<file path="config.mk">
export PLATFORM = sky130hd
export DESIGN_NAME = crc16_frame_deframer
export DESIGN_NICKNAME = d
export VERILOG_FILES = /design/src/design/cfd_pkg.sv /design/src/design/crc16_frame_deframer.sv /design/src/design/cfd_cfg_regs.sv /design/src/design/cfd_parser.sv /design/src/design/cfd_out_buf.sv
export VERILOG_INCLUDE_DIRS = /design/src /design/src/design
export SDC_FILE = /design/constraint.sdc
export NUM_CORES = 1
export LEC_CHECK = 0
export ABC_AREA = 1
export BUFFER_PORTS_ARGS = -buffer_cell sky130_fd_sc_hd__buf_4
export CAP_MARGIN = 40
export CORE_ASPECT_RATIO = 0.6
export CORE_UTILIZATION = 66
export CTS_CLUSTER_DIAMETER = 120
export DETAILED_ROUTE_END_ITERATION = 16
export GPL_ROUTABILITY_DRIVEN = 0
export PLACE_DENSITY = 0.86
export SETUP_SLACK_MARGIN = 0.1
export SYNTH_ARGS = -nofsm -noshare
export SYNTH_HDL_FRONTEND = slang
export SYNTH_HIERARCHICAL = 1
export SYNTH_SLANG_ARGS = --single-unit
</file>
<file path="constraint.sdc">
create_clock -name clk -period 7.4 [get_ports clk]
set_input_delay 0.74 -clock clk [delete_from_list [all_inputs] [get_ports clk]]
set_output_delay 0.74 -clock clk [all_outputs]
set_load 0.05 [all_outputs]
</file>
<file path="src/design/crc16_frame_deframer_macros.svh">
// assertion macros for the crc16 frame deframer
// included by the modules that carry concurrent assertions
`ifndef CRC16_FRAME_DEFRAMER_MACROS_SVH
`define CRC16_FRAME_DEFRAMER_MACROS_SVH
`ifndef NO_ASSERTIONS
// same-cycle property, held off during reset
`define CFD_ASSERT(lbl, clk, rst_n, prop, msg) \
    lbl: assert property (@(posedge clk) disable iff (!rst_n) (prop)) else $error(msg);
// antecedent this cycle, consequent in the next cycle
`define CFD_ASSERT_NEXT(lbl, clk, rst_n, ante, cons, msg) \
    lbl: assert property (@(posedge clk) disable iff (!rst_n) (ante) |=> (cons)) \
        else $error(msg);
`else
`define CFD_ASSERT(lbl, clk, rst_n, prop, msg)
`define CFD_ASSERT_NEXT(lbl, clk, rst_n, ante, cons, msg)
`endif
`endif

</file>
<file path="src/design/cfd_pkg.sv">
// shared types, codes and the byte-wide crc update for the frame deframer
// no dependencies
package cfd_pkg;

    localparam int PAYLOAD_LIMIT_DEF = 512;

    localparam logic [15:0] CRC_INIT = 16'hFFFF;
    localparam logic [15:0] CRC_POLY = 16'h1021;

    // item kinds on the input side
    localparam logic FUNC_BYTE = 1'b0;
    localparam logic FUNC_TICK = 1'b1;

    // result kinds
    localparam logic [1:0] KIND_PAYLOAD = 2'd0;
    localparam logic [1:0] KIND_ACCEPT  = 2'd1;
    localparam logic [1:0] KIND_REJECT  = 2'd2;

    // reject reasons
    localparam logic [1:0] RSN_CRC      = 2'd0;
    localparam logic [1:0] RSN_SYNC2    = 2'd1;
    localparam logic [1:0] RSN_TOO_LONG = 2'd2;
    localparam logic [1:0] RSN_TIMEOUT  = 2'd3;

    // configuration register indexes
    localparam logic [1:0] CFG_MAX_PAYLOAD = 2'd0;
    localparam logic [1:0] CFG_TIMEOUT     = 2'd1;
    localparam logic [1:0] CFG_SYNC_FIRST  = 2'd2;
    localparam logic [1:0] CFG_SYNC_SECOND = 2'd3;

    localparam logic [9:0]  MAX_PAYLOAD_RST = 10'd272;
    localparam logic [15:0] TIMEOUT_RST     = 16'd50;
    localparam logic [7:0]  SYNC_FIRST_RST  = 8'h55;
    localparam logic [7:0]  SYNC_SECOND_RST = 8'hAA;

    typedef struct packed {
        logic [9:0]  max_payload;
        logic [15:0] timeout_ticks;
        logic [7:0]  sync_first;
        logic [7:0]  sync_second;
    } cfg_t;

    typedef struct packed {
        logic [1:0] kind;
        logic [7:0] data_byte;
        logic [8:0] position;
        logic [7:0] command;
        logic [7:0] sequence_res;
        logic [9:0] length;
        logic [1:0] reason;
    } res_t;

    // crc-16/ccitt-false, one byte, msb first
    function automatic logic [15:0] crc_feed(input logic [15:0] crc_in, input logic [7:0] b);
        logic [15:0] c;
        c = crc_in ^ {b, 8'h00};
        for (int k = 0; k < 8; k++) begin
            c = c[15] ? ({c[14:0], 1'b0} ^ CRC_POLY) : {c[14:0], 1'b0};
        end
        return c;
    endfunction

    // header length clipped to the 10-bit result field
    function automatic logic [9:0] len_sat(input logic [15:0] len);
        return (len > 16'd1023) ? 10'd1023 : len[9:0];
    endfunction

endpackage

</file>
<file path="src/design/crc16_frame_deframer.sv">
// top level of the sync/length/crc-16 frame deframer
// depends on cfd_pkg, cfd_cfg_regs, cfd_parser, cfd_out_buf
//
// usage
// - input channel (in_valid / in_stall): one item per handshake, func selects a
//   received byte (rx_byte) or one time tick
// - output channel (out_valid / out_stall): at most one result item per input
//   item: a payload byte with its position, or a frame verdict (accept, or
//   reject with a reason code), tagged with command, sequence and, once known, length
// - config port: cfg_we with cfg_index 0..3 writes max_payload, timeout_ticks,
//   sync_first, sync_second; write only while no item is in flight
// - results are registered into the head register, or the skid if head is held
// - throughput: one item per cycle while in_stall is low, set by the byte-wide
//   crc update and the phase register
// - stall: results queue in a head register and a one-deep skid register; the
//   input stalls only while the skid register is occupied
// - reset: phase returns to sync hunt, crc to 0xffff, config to its defaults,
//   both result registers empty; no clearing pass
module crc16_frame_deframer #(
    parameter int PAYLOAD_LIMIT = cfd_pkg::PAYLOAD_LIMIT_DEF
) (
    input  logic        clk,
    input  logic        rst_n,
    // configuration write port
    input  logic        cfg_we,
    input  logic [1:0]  cfg_index,
    input  logic [15:0] cfg_data,
    // input items
    input  logic        in_valid,
    output logic        in_stall,
    input  logic        func,
    input  logic [7:0]  rx_byte,
    // result items
    output logic        out_valid,
    input  logic        out_stall,
    output logic [1:0]  kind,
    output logic [7:0]  data_byte,
    output logic [8:0]  position,
    output logic [7:0]  command,
    output logic [7:0]  sequence_res,
    output logic [9:0]  length,
    output logic [1:0]  reason
);
    import cfd_pkg::*;

    cfg_t  cfg;
    res_t  res;
    res_t  head;
    logic  res_valid;
    logic  buf_full;
    logic  accept;

    // stall comes from a register, so in_stall has no path from out_stall
    assign in_stall = buf_full;
    assign accept   = in_valid && !buf_full;

    cfd_cfg_regs u_cfg (
        .clk       (clk),
        .rst_n     (rst_n),
        .cfg_we    (cfg_we),
        .cfg_index (cfg_index),
        .cfg_data  (cfg_data),
        .cfg       (cfg)
    );

    // all frame state updates at the edge that takes the item
    cfd_parser #(
        .PAYLOAD_LIMIT (PAYLOAD_LIMIT)
    ) u_parser (
        .clk       (clk),
        .rst_n     (rst_n),
        .cfg       (cfg),
        .accept    (accept),
        .func      (func),
        .rx_byte   (rx_byte),
        .res_valid (res_valid),
        .res       (res)
    );

    // result register with skid stage
    cfd_out_buf u_out (
        .clk       (clk),
        .rst_n     (rst_n),
        .push      (res_valid),
        .push_data (res),
        .full      (buf_full),
        .out_valid (out_valid),
        .out_stall (out_stall),
        .head      (head)
    );

    assign kind         = head.kind;
    assign data_byte    = head.data_byte;
    assign position     = head.position;
    assign command      = head.command;
    assign sequence_res = head.sequence_res;
    assign length       = head.length;
    assign reason       = head.reason;

endmodule

</file>
<file path="src/design/cfd_cfg_regs.sv">
// configuration registers of the frame deframer
// depends on cfd_pkg
module cfd_cfg_regs (
    input  logic            clk,
    input  logic            rst_n,
    input  logic            cfg_we,
    input  logic [1:0]      cfg_index,
    input  logic [15:0]     cfg_data,
    output cfd_pkg::cfg_t   cfg
);
    import cfd_pkg::*;

    cfg_t cfg_reg;
    cfg_t cfg_next;

    always_comb
    begin
        cfg_next = cfg_reg;
        if (cfg_we)
        begin
            unique case (cfg_index)
                CFG_MAX_PAYLOAD: cfg_next.max_payload   = cfg_data[9:0];
                CFG_TIMEOUT:     cfg_next.timeout_ticks = cfg_data;
                CFG_SYNC_FIRST:  cfg_next.sync_first    = cfg_data[7:0];
                CFG_SYNC_SECOND: cfg_next.sync_second   = cfg_data[7:0];
                default:         cfg_next = cfg_reg;
            endcase
        end
    end

    always_ff @(posedge clk or negedge rst_n)
    begin
        if (!rst_n)
        begin
            cfg_reg.max_payload   <= MAX_PAYLOAD_RST;
            cfg_reg.timeout_ticks <= TIMEOUT_RST;
            cfg_reg.sync_first    <= SYNC_FIRST_RST;
            cfg_reg.sync_second   <= SYNC_SECOND_RST;
        end
        else
        begin
            cfg_reg <= cfg_next;
        end
    end

    assign cfg = cfg_reg;

endmodule

</file>
<file path="src/design/cfd_parser.sv">
// frame state machine: sync hunt, header, payload, crc check, timeout
// depends on cfd_pkg and the assertion macro header
`include "crc16_frame_deframer_macros.svh"

module cfd_parser #(
    parameter int PAYLOAD_LIMIT = cfd_pkg::PAYLOAD_LIMIT_DEF
) (
    input  logic            clk,
    input  logic            rst_n,
    input  cfd_pkg::cfg_t   cfg,
    input  logic            accept,
    input  logic            func,
    input  logic [7:0]      rx_byte,
    output logic            res_valid,
    output cfd_pkg::res_t   res
);
    import cfd_pkg::*;

    localparam int BCW = $clog2(PAYLOAD_LIMIT + 1);
    localparam logic [16:0] LIMIT_P = 17'(PAYLOAD_LIMIT);

    typedef enum logic [5:0] {
        PH_HUNT    = 6'b000001,
        PH_SYNC2   = 6'b000010,
        PH_HEADER  = 6'b000100,
        PH_PAYLOAD = 6'b001000,
        PH_CRCLO   = 6'b010000,
        PH_CRCHI   = 6'b100000
    } phase_t;

    phase_t          phase_reg, phase_next;
    logic [1:0]      hdr_cnt_reg, hdr_cnt_next;
    logic [7:0]      cmd_reg, cmd_next;
    logic [7:0]      seq_reg, seq_next;
    logic [15:0]     len_reg, len_next;
    logic [BCW-1:0]  byte_cnt_reg, byte_cnt_next;
    logic [15:0]     crc_reg, crc_next;
    logic [7:0]      crc_lo_reg, crc_lo_next;
    logic [15:0]     idle_reg, idle_next;

    logic            in_frame;
    logic [15:0]     idle_inc;
    logic [15:0]     crc_upd;
    logic [15:0]     len_new;
    logic [16:0]     limit;
    logic [BCW-1:0]  byte_cnt_inc;
    logic            have_len;
    logic [15:0]     len_src;
    logic [1:0]      kind_o;
    logic [1:0]      reason_o;
    logic            payload_o;

    assign in_frame = (phase_reg == PH_SYNC2) || (phase_reg == PH_HEADER) ||
                      (phase_reg == PH_PAYLOAD) || (phase_reg == PH_CRCLO) ||
                      (phase_reg == PH_CRCHI);
    assign idle_inc = (idle_reg != 16'hFFFF) ? idle_reg + 16'd1 : idle_reg;
    assign crc_upd  = crc_feed(crc_reg, rx_byte);
    assign len_new  = {rx_byte, crc_lo_reg};
    assign limit    = ({7'd0, cfg.max_payload} < LIMIT_P) ? {7'd0, cfg.max_payload} : LIMIT_P;
    assign byte_cnt_inc = byte_cnt_reg + 1'b1;

    always_comb
    begin
        phase_next    = phase_reg;
        hdr_cnt_next  = hdr_cnt_reg;
        cmd_next      = cmd_reg;
        seq_next      = seq_reg;
        len_next      = len_reg;
        byte_cnt_next = byte_cnt_reg;
        crc_next      = crc_reg;
        crc_lo_next   = crc_lo_reg;
        idle_next     = idle_reg;
        res_valid     = 1'b0;
        have_len      = 1'b0;
        len_src       = len_reg;
        kind_o        = KIND_PAYLOAD;
        reason_o      = RSN_CRC;
        payload_o     = 1'b0;
        if (accept)
        begin
            if (func == FUNC_TICK)
            begin
                if (in_frame)
                begin
                    if (idle_inc >= cfg.timeout_ticks)
                    begin
                        res_valid  = 1'b1;
                        kind_o     = KIND_REJECT;
                        reason_o   = RSN_TIMEOUT;
                        have_len   = (phase_reg == PH_PAYLOAD) || (phase_reg == PH_CRCLO) ||
                                     (phase_reg == PH_CRCHI);
                        phase_next = PH_HUNT;
                        idle_next  = 16'd0;
                    end
                    else
                    begin
                        idle_next = idle_inc;
                    end
                end
            end
            else
            begin
                idle_next = 16'd0;
                unique case (phase_reg)
                    PH_SYNC2:
                    begin
                        if (rx_byte != cfg.sync_second)
                        begin
                            res_valid  = 1'b1;
                            kind_o     = KIND_REJECT;
                            reason_o   = RSN_SYNC2;
                            phase_next = PH_HUNT;
                        end
                        else
                        begin
                            phase_next   = PH_HEADER;
                            hdr_cnt_next = 2'd0;
                        end
                    end
                    PH_HEADER:
                    begin
                        crc_next = crc_upd;
                        case (hdr_cnt_reg)
                            2'd0: cmd_next    = rx_byte;
                            2'd1: seq_next    = rx_byte;
                            2'd2: crc_lo_next = rx_byte;
                            default: ;
                        endcase
                        if (hdr_cnt_reg == 2'd3)
                        begin
                            len_next      = len_new;
                            hdr_cnt_next  = 2'd0;
                            byte_cnt_next = '0;
                            if ({1'b0, len_new} > limit)
                            begin
                                res_valid  = 1'b1;
                                kind_o     = KIND_REJECT;
                                reason_o   = RSN_TOO_LONG;
                                have_len   = 1'b1;
                                len_src    = len_new;
                                phase_next = PH_HUNT;
                            end
                            else
                            begin
                                phase_next = (len_new == 16'd0) ? PH_CRCLO : PH_PAYLOAD;
                            end
                        end
                        else
                        begin
                            hdr_cnt_next = hdr_cnt_reg + 2'd1;
                        end
                    end
                    PH_PAYLOAD:
                    begin
                        crc_next      = crc_upd;
                        byte_cnt_next = byte_cnt_inc;
                        if (16'(byte_cnt_inc) >= len_reg)
                        begin
                            phase_next = PH_CRCLO;
                        end
                        res_valid = 1'b1;
                        kind_o    = KIND_PAYLOAD;
                        have_len  = 1'b1;
                        payload_o = 1'b1;
                    end
                    PH_CRCLO:
                    begin
                        crc_lo_next = rx_byte;
                        phase_next  = PH_CRCHI;
                    end
                    PH_CRCHI:
                    begin
                        res_valid  = 1'b1;
                        have_len   = 1'b1;
                        phase_next = PH_HUNT;
                        if (len_new == crc_reg)
                        begin
                            kind_o = KIND_ACCEPT;
                        end
                        else
                        begin
                            kind_o   = KIND_REJECT;
                            reason_o = RSN_CRC;
                        end
                    end
                    default:
                    begin
                        // hunting, and any stray phase code
                        if (rx_byte == cfg.sync_first)
                        begin
                            phase_next    = PH_SYNC2;
                            hdr_cnt_next  = 2'd0;
                            cmd_next      = 8'd0;
                            seq_next      = 8'd0;
                            len_next      = 16'd0;
                            byte_cnt_next = '0;
                            crc_next      = CRC_INIT;
                            crc_lo_next   = 8'd0;
                        end
                        else
                        begin
                            phase_next = PH_HUNT;
                        end
                    end
                endcase
            end
        end
    end

    always_comb
    begin
        res.kind         = kind_o;
        res.data_byte    = payload_o ? rx_byte : 8'd0;
        res.position     = payload_o ? 9'(byte_cnt_reg) : 9'd0;
        res.command      = cmd_reg;
        res.sequence_res = seq_reg;
        res.length       = have_len ? len_sat(len_src) : 10'd0;
        res.reason       = reason_o;
    end

    always_ff @(posedge clk or negedge rst_n)
    begin
        if (!rst_n)
        begin
            phase_reg    <= PH_HUNT;
            hdr_cnt_reg  <= 2'd0;
            cmd_reg      <= 8'd0;
            seq_reg      <= 8'd0;
            len_reg      <= 16'd0;
            byte_cnt_reg <= '0;
            crc_reg      <= CRC_INIT;
            crc_lo_reg   <= 8'd0;
            idle_reg     <= 16'd0;
        end
        else
        begin
            phase_reg    <= phase_next;
            hdr_cnt_reg  <= hdr_cnt_next;
            cmd_reg      <= cmd_next;
            seq_reg      <= seq_next;
            len_reg      <= len_next;
            byte_cnt_reg <= byte_cnt_next;
            crc_reg      <= crc_next;
            crc_lo_reg   <= crc_lo_next;
            idle_reg     <= idle_next;
        end
    end

    // idle counter only runs inside a frame
    `CFD_ASSERT(a_hunt_idle_clear, clk, rst_n, (phase_reg != PH_HUNT) || (idle_reg == 16'd0), "idle ticks counted while hunting")
    // payload counter never passes the header length
    `CFD_ASSERT(a_count_in_length, clk, rst_n, (phase_reg != PH_PAYLOAD) || (16'(byte_cnt_reg) < len_reg), "payload count beyond length")
    // exactly one phase bit set
    `CFD_ASSERT(a_phase_onehot, clk, rst_n, $onehot(phase_reg), "phase register not one-hot")

endmodule

</file>
<file path="src/design/cfd_out_buf.sv">
// two-entry result buffer: head register plus skid register
// depends on cfd_pkg and the assertion macro header
`include "crc16_frame_deframer_macros.svh"

module cfd_out_buf (
    input  logic            clk,
    input  logic            rst_n,
    input  logic            push,
    input  cfd_pkg::res_t   push_data,
    output logic            full,
    output logic            out_valid,
    input  logic            out_stall,
    output cfd_pkg::res_t   head
);
    import cfd_pkg::*;

    logic  head_valid_reg, head_valid_next;
    logic  skid_valid_reg, skid_valid_next;
    res_t  head_reg, head_next;
    res_t  skid_reg, skid_next;
    logic  pop;

    assign pop = head_valid_reg && !out_stall;

    always_comb
    begin
        head_valid_next = head_valid_reg;
        skid_valid_next = skid_valid_reg;
        head_next       = head_reg;
        skid_next       = skid_reg;
        if (skid_valid_reg)
        begin
            // input side is stalled, so no push here
            if (pop)
            begin
                head_next       = skid_reg;
                skid_valid_next = 1'b0;
            end
        end
        else if (push)
        begin
            if (!head_valid_reg || pop)
            begin
                head_next       = push_data;
                head_valid_next = 1'b1;
            end
            else
            begin
                skid_next       = push_data;
                skid_valid_next = 1'b1;
            end
        end
        else if (pop)
        begin
            head_valid_next = 1'b0;
        end
    end

    always_ff @(posedge clk or negedge rst_n)
    begin
        if (!rst_n)
        begin
            head_valid_reg <= 1'b0;
            skid_valid_reg <= 1'b0;
        end
        else
        begin
            head_valid_reg <= head_valid_next;
            skid_valid_reg <= skid_valid_next;
        end
    end

    always_ff @(posedge clk)
    begin
        head_reg <= head_next;
        skid_reg <= skid_next;
    end

    assign full      = skid_valid_reg;
    assign out_valid = head_valid_reg;
    assign head      = head_reg;

    `CFD_ASSERT(a_skid_needs_head, clk, rst_n, !skid_valid_reg || head_valid_reg, "skid entry without head entry")
    `CFD_ASSERT_NEXT(a_skid_refills, clk, rst_n, skid_valid_reg, head_valid_reg, "head lost while skid entry pending")
    `CFD_ASSERT_NEXT(a_push_lands, clk, rst_n, push && !skid_valid_reg, head_valid_reg, "pushed item dropped")

endmodule

</file>
After elaboration in Yosys (flattened, before gate mapping)
Cells that the tools add are included.
W data, S select, Z words.
- register bits: 228
- bits of input ports: 32
- word-level logic and storage cells: 217
- $add $sub $neg: 3
- order comparisons: 5
- equality and inequality tests: 26
- multiplexer cells: 93
- bitwise operators: 16
- reductions and logical operators: 45
- operators by type and width (cell ; count):
    $mux W16 ; 12
    $mux W47 ; 4
    $mux W13 ; 8
    $pmux W16 S2 ; 2
    $mux W10 ; 5
    $mux W8 ; 5
    $mux W6 ; 6
    $reduce_and A5 Y1 ; 7
    $mux W2 ; 16
    $pmux W8 S2 ; 2
    $pmux W10 S3 ; 1
    $pmux W6 S5 ; 1
    $not A3 Y3 ; 8
    $pmux W8 S3 ; 1
    $mux W1 ; 22
    $gt A16 B17 Y1 ; 1
    $add A16 B1 Y16 const B ; 1
    $eq A16 B16 Y1 ; 1
    $ge A10 B16 Y1 ; 1
    $ge A16 B16 Y1 ; 1
    $gt A16 B10 Y1 const B ; 1
    $logic_not A16 Y1 ; 1
    $ne A16 B16 Y1 const B ; 1
    $xor A16 B16 Y16 ; 1
    35 further kinds ; 79

Depth between registers and ports, before layout
- word-level depth: 18
- mapped depth: 24

Hierarchy
Netlist, hierarchy kept.
- modules (own cells, without submodules) (module ; times used ; cells an instance ; area an instance (µm²)):
    cfd_parser ; 1 ; 864 ; 6557.5
    cfd_out_buf ; 1 ; 267 ; 3550.9
    cfd_cfg_regs ; 1 ; 188 ; 1813.0
    crc16_frame_deframer ; 1 ; 2 ; 10.0

Least setup slack after synthesis
No wires, ideal clock.
- kind: register to register
- from: reg u_parser.idle_reg[1]
- to: reg u_out.head_reg, in the netlist u_out/head[0] (enable)
- data arrival time: 4.562 ns
- slack: 2.385 ns
- stages on the path, launching flop included: 20
- path buffers: 0
- clock period less this slack: 5.015 ns
- path through: dfrtp_1 > ha_1 > inv_1 > nor3_4 > nand3_2 > nor2_2 > nand3_1 > nand3_1 > xor2_1 > ha_1 > nand2_1 > nor3_1 > nand3_1 > nand4_1 > nand2_1 > inv_1 > o21ai_0 > inv_1 > nor2_1 > nor2_1
- cells in the longest elaborated chain, start to end: 9
- elaborated cells on any way between the ends: 10
- classes of those cells: 1 x add/sub; 1 x order compare; 1 x eq/ne; 5 x mux; 2 x reduce/logical
- ends and longest elaborated chain (item ; RTL line ; text):
    start: declaration ; cfd_parser.sv:39 ; logic [15:0] idle_reg, idle_next;
    start signal: assignment ; cfd_parser.sv:245 ; idle_reg <= idle_next;
    $add A16 B1 Y16 / $ne A16 B16 Y1 (equally long branches) ; cfd_parser.sv:56 ; assign idle_inc = (idle_reg != 16'hFFFF) ? idle_reg + 16'd1 : idle_reg;
    $mux W16 (*) ; cfd_parser.sv:56 ;
    $ge A16 B16 Y1 (*) ; cfd_parser.sv:85 ; if (idle_inc >= cfg.timeout_ticks)
    $mux W1 (*) ; cfd_parser.sv:85 ;
    $mux W1 (*) ; cfd_parser.sv:83 ; if (in_frame)
    $mux W1 (*) ; cfd_parser.sv:81 ; if (func == FUNC_TICK)
    $mux W1 (*) ; cfd_parser.sv:79 ; if (accept)
    net res_valid ; crc16_frame_deframer.sv:49 ; logic res_valid;
    $reduce_bool A2 Y1 (no source line) (*) ; - ;
    $reduce_and A3 Y1 (no source line) (*) ; - ;
    end signal: assignment ; cfd_out_buf.sv:75 ; head_reg <= head_next;
    end: declaration ; cfd_out_buf.sv:19 ; res_t head_reg, head_next;
Mark *: on every way through the listed nets, which the timed path passes. The rest lies on a longest branch.
A chain may end at the register's enable or synchronous reset.

Worst setup path after layout
- from: reg u_parser.idle_reg[1]
- to: reg u_out.head_reg, in the netlist u_out/head[14] (enable)
Same word-level chain as after synthesis.

==> metrics.yaml <==
grt_pass1_vias: 9195
worst_pin_slew_ns: 0.8139
met1_length_mm: 13.25
clock_sinks: 228
nNetsFinal: 1452
antenna_left: 0
wl_met2_mm: 12.57
die_area_um2: 18640
cts_tree: "built"
yosys_most_used_dff: "dfrtp_1"
setup_viol: 0
skew_ns: 0.01623
vias_per_cell: 6.053
num_vias: 9854
grt_pass1_wl_mm: 48.77
die_x_um: 175.6
synth_cell_types: 54
power.leakage_uw: 0.006177
synth_seq_cells: 228
rsz0062_at_grt: "false"
instances_no_fill: 1628
top_layer: "met4"
drt_iter0_markers: 1239
wl_met3_mm: 3.610
power.total_uw: 3579
syn_to_final_growth_pct: 11.69
drt-total-wl_mm: 30.16
drtPass1Iterations: 6
fin_crit_ns: 4.704
startpoint_type: "flip-flop"
maxSlewHeadroom_pct: 45.66
netlist_instances: 1321
ys_warn_count: 6
cts_buffers: 22
drive_above_1_share_pct: 15.14
cts_root_buf: "clkbuf_16"
critPathKind: "flip-flop to flip-flop"
synth_nets: 1395
routedWlPerCell_um: 18.52
synth_area_leaders: "edfxtp_1 (24%), dfrtp_1 (22%), nand2_1 (13%)"
std_cell_rows: 37
yosys.area.top_type: "edfxtp_1"
io_pins: 81
cp.arrival_ns: 4.88
ys_seq_area_share_pct: 52.08
critical_path_required_ns: 7.58
cts-hold-fix-buffers: 0
finalHoldViolations: 0
drv_slew: 0
core_um2: 17410
timing.hold.ws_ns: 0.1737
end_kind: "flip-flop"
cts_buffer_depth: 3
clock_insertion_delay_worst_skew_ns: 0.52
grt-ovfl-total: 0
hold_path_class: "primary input to asynchronous set/reset pin"
h-tree-depth: 1
peakVddDrop_mv: 0.1996
antenna_found_initial: 0
clk_pin_slew_ns: 0.06
start_util_pct: 68.55
io_buffers: 80
drc: 0
power_density_nw_per_um2: 268.5
avgSynthCellArea_um2: 9.032
post-cts-setup-buffer-count: 0
dp.cells: 1588
post_cts_resized: 0
post-synth-top-area-fraction_pct: 23.66
async_reset_ff_share_pct: 58.77
fin_crit_sh_pct: 63.57
syn_area_um2: 11930
worst-path-max-fanout: 29
fmax_ghz: 0.2126
grt_start_max_net_pins: 55
tns_ns: 0
antenna_cells: 0
maxCapViolCount: 0
status: "finished clean"
synth-edff-count: 94
die_y_um: 106.1
grt_usage_pct: 33.53
hpwl_mm: 20.51
logic make-up after synthesis:
family	Yosys count	synth area share, %
buffers and inverters	184	7.173
flip-flops	228	52.08
XOR/XNOR	52	3.817
adder cells (fa/ha/maj)	42	4.404
AO/OA/AOI/OAI	154	7.540
AND/OR/NAND/NOR	661	24.99
path summary, 6_finish.rpt:
| path | from | end | slack [ns] | depth (start not counted) |
|---|---|---|---|---|
| setup / recovery | u_parser/idle_reg[1] | u_out/head[14] | 2.70 | 20 |
| hold / removal | rst_n | u_cfg/cfg[2] | 0.17 | 1 |
| setup reg to reg | u_parser/idle_reg[1] | u_out/head[14] | 2.70 | 20 |
| hold reg to reg | u_cfg/cfg[36] | u_cfg/cfg[36] | 0.47 | 2 |
| max in group asynchronous | rst_n | u_out/out_valid | 5.55 | 3 |
| min in group clk | u_cfg/cfg[36] | u_cfg/cfg[36] | 0.47 | 2 |
Yosys cell counts, drive strengths merged (2+ instances only):
| library cell | instances |
|---|---|
| a21oi | 33 |
| a31oi | 11 |
| and3 | 2 |
| buf | 39 |
| clkbuf | 13 |
| clkinv | 2 |
| dfrtp | 104 |
| dfstp | 30 |
| edfxtp | 94 |
| ha | 42 |
| inv | 130 |
| nand2 | 427 |
| nand3 | 57 |
| nand3b | 6 |
| nand4 | 56 |
| nor2 | 81 |
| nor3 | 16 |
| nor4 | 8 |
| o21ai | 78 |
| o21bai | 11 |
| o22ai | 8 |
| o31ai | 8 |
| or2 | 6 |
| xnor2 | 31 |
| xor2 | 21 |
layout by cell type (no fill, tap or decap), types with 10 or more instances in the layout:
cell type,Yosys,routed
o21bai_1,11,11
edfxtp_1,94,94
dfstp_2,30,30
clkbuf_16,0,22
a21oi_1,32,32
o21ai_0,51,51
nand3_1,50,50
o21ai_1,19,19
ha_1,42,42
buf_4,12,85
xnor2_1,31,31
nand2_1,419,419
dfrtp_1,104,104
a31oi_1,11,11
xor2_1,21,21
inv_1,119,118
inv_2,10,10
nor3_1,13,13
nand4_1,54,54
nor2_1,70,69
through the flow:
stage               utilization, %  instance area (µm²)  worst slack [ns]
finish                       76.56                13330             2.696
floorplan                        -                11930             2.385
global placement             71.89                12510             3.127
global route                 76.56                13330             2.374
detailed placement           71.89                12510             2.937
CTS                          76.56                13330             2.851
layer usage:
| layer | GRT usage [%] | up-vias |
|---|---|---|
| li1 | - | 4482 |
| met1 | 53.70 | 4659 |
| met2 | 46.87 | 632 |
| met3 | 5.937 | 81 |
| met4 | 8.509 | 0 |
| met5 | 0 | - |
area by class of cell:
cell class	instances	area, µm²
Clock buffer	25	571.8
Inverter	132	500.5
Sequential cell	228	6213
Tap cell	234	292.8
Multi-Input combinational cell	909	4870
Clock inverter	15	240.2
Timing Repair Buffer	85	638.1
Fill cell	1201	4080
critical path: stages, from the launching register on:
cell,delay [ns]
dfrtp_1,0.37
ha_1,0.23
inv_1,0.11
nor3_4,0.25
nand3_2,0.14
nor2_2,0.19
nand3_1,0.30
nand4_1,0.19
xor2_1,0.29
ha_1,0.20
nand2_1,0.05
nor3_1,0.26
nand3_1,0.11
nand4_1,0.25
nand2_1,0.15
inv_1,0.10
o21ai_0,0.07
inv_1,0.09
nor2_1,0.07
nor2_4,0.47
buf_4,0.46
where the power goes:
part / switching (µW) / total (µW) / internal (µW)
combinational: 516 / 759 / 243
clock: 494 / 1260 / 770
sequential: 91.5 / 1560 / 1460
total: 1100 / 3580 / 2480
Note: power is estimated with default switching activity, not from simulation.
